==> src/rtl/bde_pkg.sv <==
package bde_pkg;

  localparam int BDE_NUM_BUTTONS = 4;
  localparam int BDE_BTN_FIELD_W = 4;
  localparam int BDE_HOLD_W = 16;
  localparam int BDE_TIME_W = 32;
  localparam int BDE_SRC_W = 3;
  localparam int BDE_CODE_W = 2;
  localparam int BDE_IN_DATA_W = 40;
  localparam int BDE_OUT_DATA_W = 8;
  localparam int BDE_CFG_IDX_W = 1;

  localparam logic [BDE_HOLD_W-1:0] BDE_BUTTON_HOLD_RST = 16'd50;
  localparam logic [BDE_HOLD_W-1:0] BDE_ENCODER_HOLD_RST = 16'd1;

  localparam logic [BDE_CFG_IDX_W-1:0] CFG_BUTTON_HOLD = 1'd0;
  localparam logic [BDE_CFG_IDX_W-1:0] CFG_ENCODER_HOLD = 1'd1;

  typedef enum logic [5:0] {
    PH_RISE      = 6'b000001,
    PH_HIGH_HOLD = 6'b000010,
    PH_HIGH      = 6'b000100,
    PH_FALL      = 6'b001000,
    PH_LOW_HOLD  = 6'b010000,
    PH_LOW       = 6'b100000
  } phase_t;

  typedef enum logic [1:0] {
    REP_FALL = 2'd0,
    REP_LOW  = 2'd1,
    REP_RISE = 2'd2,
    REP_HIGH = 2'd3
  } rep_t;

  typedef enum logic [BDE_CODE_W-1:0] {
    EV_PRESSED  = 2'd0,
    EV_RELEASED = 2'd1,
    EV_CW       = 2'd2,
    EV_CCW      = 2'd3
  } event_t;

endpackage

==> src/rtl/bde_lane.sv <==
module bde_lane
  import bde_pkg::*;
(
  input  logic                  clk,
  input  logic                  rst_n,
  input  logic                  step,
  input  logic                  level,
  input  logic [BDE_TIME_W-1:0] now,
  input  logic [BDE_HOLD_W-1:0] hold,
  output rep_t                  rep
);

  phase_t                phase_r, phase_nxt;
  logic [BDE_TIME_W-1:0] deadline_r, deadline_nxt;
  logic [BDE_TIME_W-1:0] due;
  logic                  expired;

  assign due = now + {{(BDE_TIME_W-BDE_HOLD_W){1'b0}}, hold};
  assign expired = now > deadline_r;

  always_comb begin
    phase_nxt = phase_r;
    deadline_nxt = deadline_r;
    rep = REP_HIGH;
    case (phase_r)
      PH_LOW: begin
        if (level) phase_nxt = PH_RISE;
        rep = REP_LOW;
      end
      PH_RISE: begin
        if (level) begin
          phase_nxt = PH_HIGH_HOLD;
          deadline_nxt = due;
          rep = REP_RISE;
        end else begin
          phase_nxt = PH_LOW;
          rep = REP_LOW;
        end
      end
      PH_HIGH_HOLD: begin
        if (expired) phase_nxt = PH_HIGH;
        rep = REP_HIGH;
      end
      PH_HIGH: begin
        if (!level) phase_nxt = PH_FALL;
        rep = REP_HIGH;
      end
      PH_FALL: begin
        if (level) begin
          phase_nxt = PH_HIGH;
          rep = REP_HIGH;
        end else begin
          phase_nxt = PH_LOW_HOLD;
          deadline_nxt = due;
          rep = REP_FALL;
        end
      end
      PH_LOW_HOLD: begin
        if (expired) phase_nxt = PH_LOW;
        rep = REP_LOW;
      end
      default: begin
        phase_nxt = PH_HIGH;
        deadline_nxt = '0;
        rep = REP_HIGH;
      end
    endcase
  end

  always_ff @(posedge clk) begin
    if (!rst_n) begin
      phase_r <= PH_HIGH;
      deadline_r <= '0;
    end else if (step) begin
      phase_r <= phase_nxt;
      deadline_r <= deadline_nxt;
    end
  end

endmodule

==> src/rtl/bde_merge.sv <==
module bde_merge
  import bde_pkg::*;
#(
  parameter int NUM_BUTTONS = BDE_NUM_BUTTONS
) (
  input  logic                  clk,
  input  logic                  rst_n,
  input  logic                  push,
  input  rep_t                  reps [NUM_BUTTONS+3],
  output logic                  accept_ok,
  output logic                  ev_valid,
  input  logic                  ev_ready,
  output logic [BDE_SRC_W-1:0]  ev_source,
  output logic [BDE_CODE_W-1:0] ev_code,
  output logic                  ev_last
);

  localparam int NEV = NUM_BUTTONS + 1;
  localparam int IDX_W = $clog2(NEV);

  logic [NEV-1:0]        new_mask;
  logic [BDE_CODE_W-1:0] new_code [NEV];
  logic [NEV-1:0]        head_mask_r, head_mask_nxt, spare_mask_r, spare_mask_nxt;
  logic [BDE_CODE_W-1:0] head_code_r [NEV];
  logic [BDE_CODE_W-1:0] head_code_nxt [NEV];
  logic [BDE_CODE_W-1:0] spare_code_r [NEV];
  logic [BDE_CODE_W-1:0] spare_code_nxt [NEV];
  logic [NEV-1:0]        sel_onehot, head_left;
  logic [IDX_W-1:0]      sel_idx;
  logic                  take;
  rep_t                  rep_a, rep_b, rep_p;

  assign rep_a = reps[NUM_BUTTONS];
  assign rep_b = reps[NUM_BUTTONS+1];
  assign rep_p = reps[NUM_BUTTONS+2];

  // lane reports to event slots
  always_comb begin
    for (int i = 0; i < NUM_BUTTONS; i++) begin
      new_mask[i] = (reps[i] == REP_FALL) || (reps[i] == REP_RISE);
      new_code[i] = (reps[i] == REP_FALL) ? EV_PRESSED : EV_RELEASED;
    end
    new_mask[NUM_BUTTONS] = (rep_a == REP_FALL) || (rep_p == REP_FALL) || (rep_p == REP_RISE);
    if (rep_a == REP_FALL) begin
      new_code[NUM_BUTTONS] = (rep_b == REP_HIGH) ? EV_CW : EV_CCW;
    end else begin
      new_code[NUM_BUTTONS] = (rep_p == REP_FALL) ? EV_PRESSED : EV_RELEASED;
    end
  end

  // lowest pending event goes first
  always_comb begin
    sel_idx = '0;
    for (int i = NEV - 1; i >= 0; i--) begin
      if (head_mask_r[i]) sel_idx = IDX_W'(i);
    end
    sel_onehot = '0;
    sel_onehot[sel_idx] = head_mask_r[sel_idx];
  end

  assign ev_valid = |head_mask_r;
  assign ev_source = BDE_SRC_W'(sel_idx);
  assign ev_code = head_code_r[sel_idx];
  assign ev_last = (head_mask_r & ~sel_onehot) == '0;
  assign accept_ok = spare_mask_r == '0;
  assign take = ev_valid && ev_ready;
  assign head_left = take ? (head_mask_r & ~sel_onehot) : head_mask_r;

  always_comb begin
    head_mask_nxt = head_left;
    head_code_nxt = head_code_r;
    spare_mask_nxt = spare_mask_r;
    spare_code_nxt = spare_code_r;
    if ((head_left == '0) && (spare_mask_r != '0)) begin
      head_mask_nxt = spare_mask_r;
      head_code_nxt = spare_code_r;
      spare_mask_nxt = '0;
    end
    if (push && (new_mask != '0)) begin
      if (head_mask_nxt == '0) begin
        head_mask_nxt = new_mask;
        head_code_nxt = new_code;
      end else begin
        spare_mask_nxt = new_mask;
        spare_code_nxt = new_code;
      end
    end
  end

  always_ff @(posedge clk) begin
    if (!rst_n) begin
      head_mask_r <= '0;
      spare_mask_r <= '0;
    end else begin
      head_mask_r <= head_mask_nxt;
      spare_mask_r <= spare_mask_nxt;
    end
    head_code_r <= head_code_nxt;
    spare_code_r <= spare_code_nxt;
  end

endmodule

==> src/rtl/button_debounce_and_encoder_events.sv <==
// Debouncer for a row of buttons and a rotary encoder (A, B, push) with
// press, release and rotation events.
// Input channel in_*: one item per poll carrying raw pin levels and the
// millisecond time. All pins advance together in the same cycle, one debounce
// lane per pin; a merge stage turns lane edges into events.
// Output channel out_*: one item per event, buttons in ascending order, then
// the encoder; tlast marks the final event of a poll. A poll with no edge
// gives no item.
// A poll's events are registered into the draining slot, else the waiting slot.
// Throughput: events leave one per cycle while out_tready is high; a poll
// gives at most NUM_BUTTONS+1 events. Polls can arrive back to back as long
// as the output keeps up, set by the two event slots of the merge stage
// (one draining, one waiting).
// Stall: while out_tready is low the current event holds; a further poll is
// still taken into the waiting slot, and in_tready drops once it is full.
// Reset: all lanes return to settled high, hold times return to 50 ms
// (buttons) and 1 ms (encoder), pending events are discarded.
// cfg_*: write enable, register index and data; 0 button hold, 1 encoder hold.
module button_debounce_and_encoder_events
  import bde_pkg::*;
#(
  parameter int NUM_BUTTONS = BDE_NUM_BUTTONS
) (
  input  logic                      clk,
  input  logic                      rst_n,
  input  logic                      in_tvalid,
  output logic                      in_tready,
  // button_levels[3:0], enc_a_level[4], enc_b_level[5], enc_push_level[6], now_ms[38:7]
  input  logic [BDE_IN_DATA_W-1:0]  in_tdata,
  output logic                      out_tvalid,
  input  logic                      out_tready,
  // source[2:0], event_code[4:3]
  output logic [BDE_OUT_DATA_W-1:0] out_tdata,
  output logic                      out_tlast,
  input  logic                      cfg_we,
  input  logic [BDE_CFG_IDX_W-1:0]  cfg_index,
  input  logic [BDE_HOLD_W-1:0]     cfg_wdata
);

  localparam int NUM_UNITS = NUM_BUTTONS + 3;

  logic [BDE_HOLD_W-1:0] button_hold_r, encoder_hold_r;
  logic [BDE_TIME_W-1:0] now;
  logic                  push;
  logic                  accept_ok;
  logic [BDE_SRC_W-1:0]  ev_source;
  logic [BDE_CODE_W-1:0] ev_code;
  logic                  unit_level [NUM_UNITS];
  rep_t                  reps [NUM_UNITS];

  always_ff @(posedge clk) begin
    if (!rst_n) begin
      button_hold_r <= BDE_BUTTON_HOLD_RST;
      encoder_hold_r <= BDE_ENCODER_HOLD_RST;
    end else if (cfg_we) begin
      case (cfg_index)
        CFG_BUTTON_HOLD: button_hold_r <= cfg_wdata;
        CFG_ENCODER_HOLD: encoder_hold_r <= cfg_wdata;
        default: ;
      endcase
    end
  end

  assign now = in_tdata[BDE_TIME_W+6:7];
  assign in_tready = accept_ok;
  assign push = in_tvalid && in_tready;

  for (genvar i = 0; i < NUM_UNITS; i++) begin : g_lane
    if (i < NUM_BUTTONS) begin : g_btn
      if (i < BDE_BTN_FIELD_W) begin : g_pin
        assign unit_level[i] = in_tdata[i];
      end else begin : g_none
        assign unit_level[i] = 1'b0;
      end
      bde_lane u_lane (
        .clk   (clk),
        .rst_n (rst_n),
        .step  (push),
        .level (unit_level[i]),
        .now   (now),
        .hold  (button_hold_r),
        .rep   (reps[i])
      );
    end else begin : g_enc
      assign unit_level[i] = in_tdata[BDE_BTN_FIELD_W + i - NUM_BUTTONS];
      bde_lane u_lane (
        .clk   (clk),
        .rst_n (rst_n),
        .step  (push),
        .level (unit_level[i]),
        .now   (now),
        .hold  (encoder_hold_r),
        .rep   (reps[i])
      );
    end
  end

  bde_merge #(
    .NUM_BUTTONS (NUM_BUTTONS)
  ) u_merge (
    .clk       (clk),
    .rst_n     (rst_n),
    .push      (push),
    .reps      (reps),
    .accept_ok (accept_ok),
    .ev_valid  (out_tvalid),
    .ev_ready  (out_tready),
    .ev_source (ev_source),
    .ev_code   (ev_code),
    .ev_last   (out_tlast)
  );

  assign out_tdata = {{(BDE_OUT_DATA_W-BDE_SRC_W-BDE_CODE_W){1'b0}}, ev_code, ev_source};

endmodule

==> config.mk <==
export PLATFORM = sky130hd
export DESIGN_NAME = button_debounce_and_encoder_events
export DESIGN_NICKNAME = d
export VERILOG_FILES = /design/src/rtl/bde_pkg.sv /design/src/rtl/bde_lane.sv /design/src/rtl/bde_merge.sv /design/src/rtl/button_debounce_and_encoder_events.sv
export SDC_FILE = /design/constraint.sdc
export NUM_CORES = 1
export LEC_CHECK = 0
export ABC_AREA = 0
export BUFFER_PORTS_ARGS = -buffer_cell sky130_fd_sc_hd__buf_2
export CELL_PAD_IN_SITES_DETAIL_PLACEMENT = 0
export CELL_PAD_IN_SITES_GLOBAL_PLACEMENT = 2
export CORE_ASPECT_RATIO = 2
export CORE_UTILIZATION = 40
export CTS_CLUSTER_DIAMETER = 50
export DETAILED_ROUTE_END_ITERATION = 10
export PLACE_DENSITY = 0.93
export SLEW_MARGIN = 25
export SYNTH_ARGS = -nofsm -noshare
export SYNTH_HDL_FRONTEND = slang
export SYNTH_SLANG_ARGS = --single-unit
==> constraint.sdc <==
create_clock -name clk -period 7.6 [get_ports clk]
set_clock_uncertainty 0.2 [all_clocks]
set_input_delay 0.76 -clock clk [delete_from_list [all_inputs] [get_ports clk]]
set_output_delay 0.76 -clock clk [all_outputs]
set_load 0.03 [all_outputs]
==> results.txt <==
- Fraction of the mapped netlist area in simple logic gates: 20.02%
* Worst voltage drop across the vdd grid: roughly 0.17 mV
- Cell Area, Synth: 20900 um2
- Synth top area share: about 30%
- In the global route stage, overall resource usage came out at around a quarter.
- In the post-synthesis netlist, the cell with the most instances is dfxtp_1.
* TritonCTS clock tree: built
* Number of setup violations in the final report: 0
- Remaining max-slew budget at the tightest pin: between 20% and 30%
- From bottom edge to top edge, the die measures about 330 um.
* Number of global-route vias before repair: around 19000
- Top fanout value on the critical path: 8
- The largest total area in the synthesized netlist belongs to dfxtp_1.
- Of the cells placed in the final design, the portion with a size suffix greater than 1 is about 6.6%.
- Antenna violations before repair: 1
- Adder-Cell Fraction of Synth Area: between 10% and 20%
* Core region area: between 50000 and 60000 um2
- Overflow left after global routing: 0
- Share of the synthesized area in compound gates (AO/OA/AOI/OAI): a little over a fifth
- Global-route wire length before repair: around 110000 um
- Hold repair after CTS inserted 0 buffers.
- Setup CP Type: input pin to register
- Layout Area Growth over Synthesis: 9.520%
* Largest net degree at the start of global routing: 60
- By area, the combinational part of the netlist is dominated by compound AO/OA/AOI/OAI gates.
- The clock passes through at most 3 buffers.
- Pleak: between 0.008 and 0.009 uW
- Ranked by total cell area, the synthesized netlist is headed by dfxtp_1 30%, ha_1 15%, nand2_1 5.6%.
* Routability cong.: 0.9173
- Power per unit of standard cell area: just under 200 nW/um2
* Clk_lat worst skew: 560 ps
* Max Freq: 266.4 MHz
- For this design the top-level I/O count stands at 73.
- The first routing iteration left approximately 1100 violations.
- Max Cap Violations: 0
* Area share of xor/xnor cells in the synthesized design: under 10%
* First-pass iteration count of the detailed router: 7
- The Yosys step of the flow raised 0 warnings.
- Hold violation count in the final report: 0
- Required time at the worst-slack endpoint: around 7800 ps
* Startpoint class of the critical path: input pin
- The cell sitting at the root of the clock tree is a clkbuf_16.
* Post-route clock period utilization: 49.40%
- EDFF count, synth: 6
- Once detail routing completed, the nets flagged for antenna violations numbered 0.
* Number of CTS-inserted buffers: 34
* Main flop type after synthesis: dfxtp_1
* Async set-reset flop share out of synthesis: 0%
- Setup total negative slack on the finished layout was measured at 0 ps.
- Shortest clock period the worst path allows after layout: about 3800 ps
- Gate Count Post-Synth: roughly 2600
* Die outline area: 53220 um2
- Net count reported at finish: 2954
* Detailed-route wire length per cell: a little over 20 um
* Final count of pins violating max slew: 0
- The netlist uses 88 different library cells.
- A synthesized cell averages 7.889 um2.
- Part of the Yosys area used for sequential elements: 31.33%
* Ranking of synthesized cells by instance count: 318 x dfxtp_1, 314 x nand2_1, 267 x inv_1
* Total length of routed wires: around 68000 um
- Setup repair after global routing left no endpoint under its margin.
- The floorplan step set the die width to between 150 and 200 um.
- Mux cell area share after synthesis: under 10%
- Port Buf Inserts: ~70
- Total via count in the routed design: between 15000 and 20000
- Final routed DRC violation total: 0
- Hold/Removal Path Class: input pin to register
- Once the floorplan was initialized, standard cells occupied approximately 40% of the core.
- Buffers inserted by post-CTS timing repair: 0
- The flow ran to the end, and the final reports show no timing, DRC or antenna violations.
- Final design utilization: between 40 and 50%
* Count of H-tree levels built during CTS: 2
* Detail Placement HPWL: between 50000 and 60000 um
- After clock tree synthesis, the clock-pin slew on the worst setup and hold paths is about 70 ps.
* Post-CTS Resized: 0
- Via-to-Cell Ratio: approximately 5.8
- The clock net in this run drives a total of about 320 sinks.
- For the pin with the worst max-slew slack, the measured transition is approximately 1100 ps.
- Arr. time, crit path: 3950 ps
- Placement Rows: 118
* Number of storage elements in the synthesis netlist: 324
- Endpoint class of the critical path: register
-- flip-flops by register name, summed over array words and instances (netlist names) --
register and cells:
g_lane.g_enc.u_lane.deadline_r 96, encoder_hold_r 16, button_hold_r 16, g_lane.g_enc.u_lane.phase_r 18
g_lane.g_btn.u_lane.phase_r 24, u_merge.head_mask_r 5, g_lane.g_btn.u_lane.deadline_r 128, u_merge.spare_mask_r 5
u_merge.head_code_r 10, u_merge.spare_code_r 6
-- report_power, final --
part	switching (uW)	internal, uW	total (uW)	leakage [uW]
clock network	779	1110	1890	0.000593
registers	53.4	1750	1800	0.00262
logic	480	243	723	0.00528
total	1310	3100	4420	0.00850
-- routing by layer --
metal | global-route usage [%] | part of all wire [%] | vias up
met1 | 27.45 | 38 | 9144
met4 | 16.08 | 6.7 | 0
met3 | 2.958 | 3.6 | 203
met2 | 47.61 | 52 | 504
li1 | - | - | 9325
met5 | 0 | 0 | -
-- area by class of cell --
cell class              count  area (um2)
fillers                  5261       28790
diodes                      1       2.502
well taps                 660       825.8
inverters                 268        1008
clock buffers              41       918.4
multi-input cells        1921       12810
clock inverters            20       307.8
repair buffers             85       470.5
flip-flops and latches    324        6546
-- critical path, stage by stage --
cell       delay (ps)
buf_2             130
ha_1              240
fa_1              440
a211o_1           360
a211oi_1          390
nor3_1            200
a2111oi_4         700
nor2_1            290
xnor2_1           320
o21ai_0           130
-- through the flow --
stage	area (um2)	cells	power, uW	hold slack, ps	worst slack [ps]
2_1_floorplan	20910	2651	2304	224.1	4147
3_3_place_gp	21630	3258	2534	233.6	3375
3_5_place_dp	21650	3258	2553	242.0	3321
4_1_cts	22880	3319	4448	231.0	3781
5_1_grt	22880	3319	4583	247.1	3587
6_report	22890	3320	4416	235.2	3846
-- path summary, 6_finish.rpt --
| check | start | to | slack (ps) | cells after the start |
|---|---|---|---|---|
| worst max-delay path | in_tdata[7] | g_lane[5].g_enc.u_lane.deadline_r[16] | 3850 | 10 |
| worst min register to register | g_lane[6].g_enc.u_lane.deadline_r[19] | g_lane[6].g_enc.u_lane.deadline_r[19] | 250 | 2 |
| worst max register to register | u_merge.spare_mask_r[1] | g_lane[4].g_enc.u_lane.deadline_r[28] | 3860 | 5 |
| worst min-delay path | cfg_wdata[0] | encoder_hold_r[0] | 240 | 3 |
-- kinds of logic (layout without fill, tap and decap cells) --
group	Yosys count	in the layout
AND/OR/NAND/NOR	879	879
other	1	4
adder cells (fa/ha/maj)	260	260
buffers and inverters	406	414
XOR/XNOR	74	74
flip-flops	324	324
AO/OA/AOI/OAI	677	677
multiplexers	28	28
-- placed cells by master, fill, tap and decap left out, drive strengths merged, types with 12 or more instances in the layout --
master and count:
ha 256, xnor2 40, or3 14, nand2b 23, nand4 65, a21o 34, and3 18, a31oi 16
o221ai 12, o21a 24, o21ai 206, nand2 314, and2 18, o31ai 13, clkbuf 41, mux2i 26
nor4 17, o211ai 15, or4 12, a22oi 42, dfxtp 318, xor2 34, inv 272, nor2b 19
nand3 81, buf 85, a211oi 26, a22o 47, nor2 197, a21oi 147, nor3 52
(Power assumes the default switching activity.)
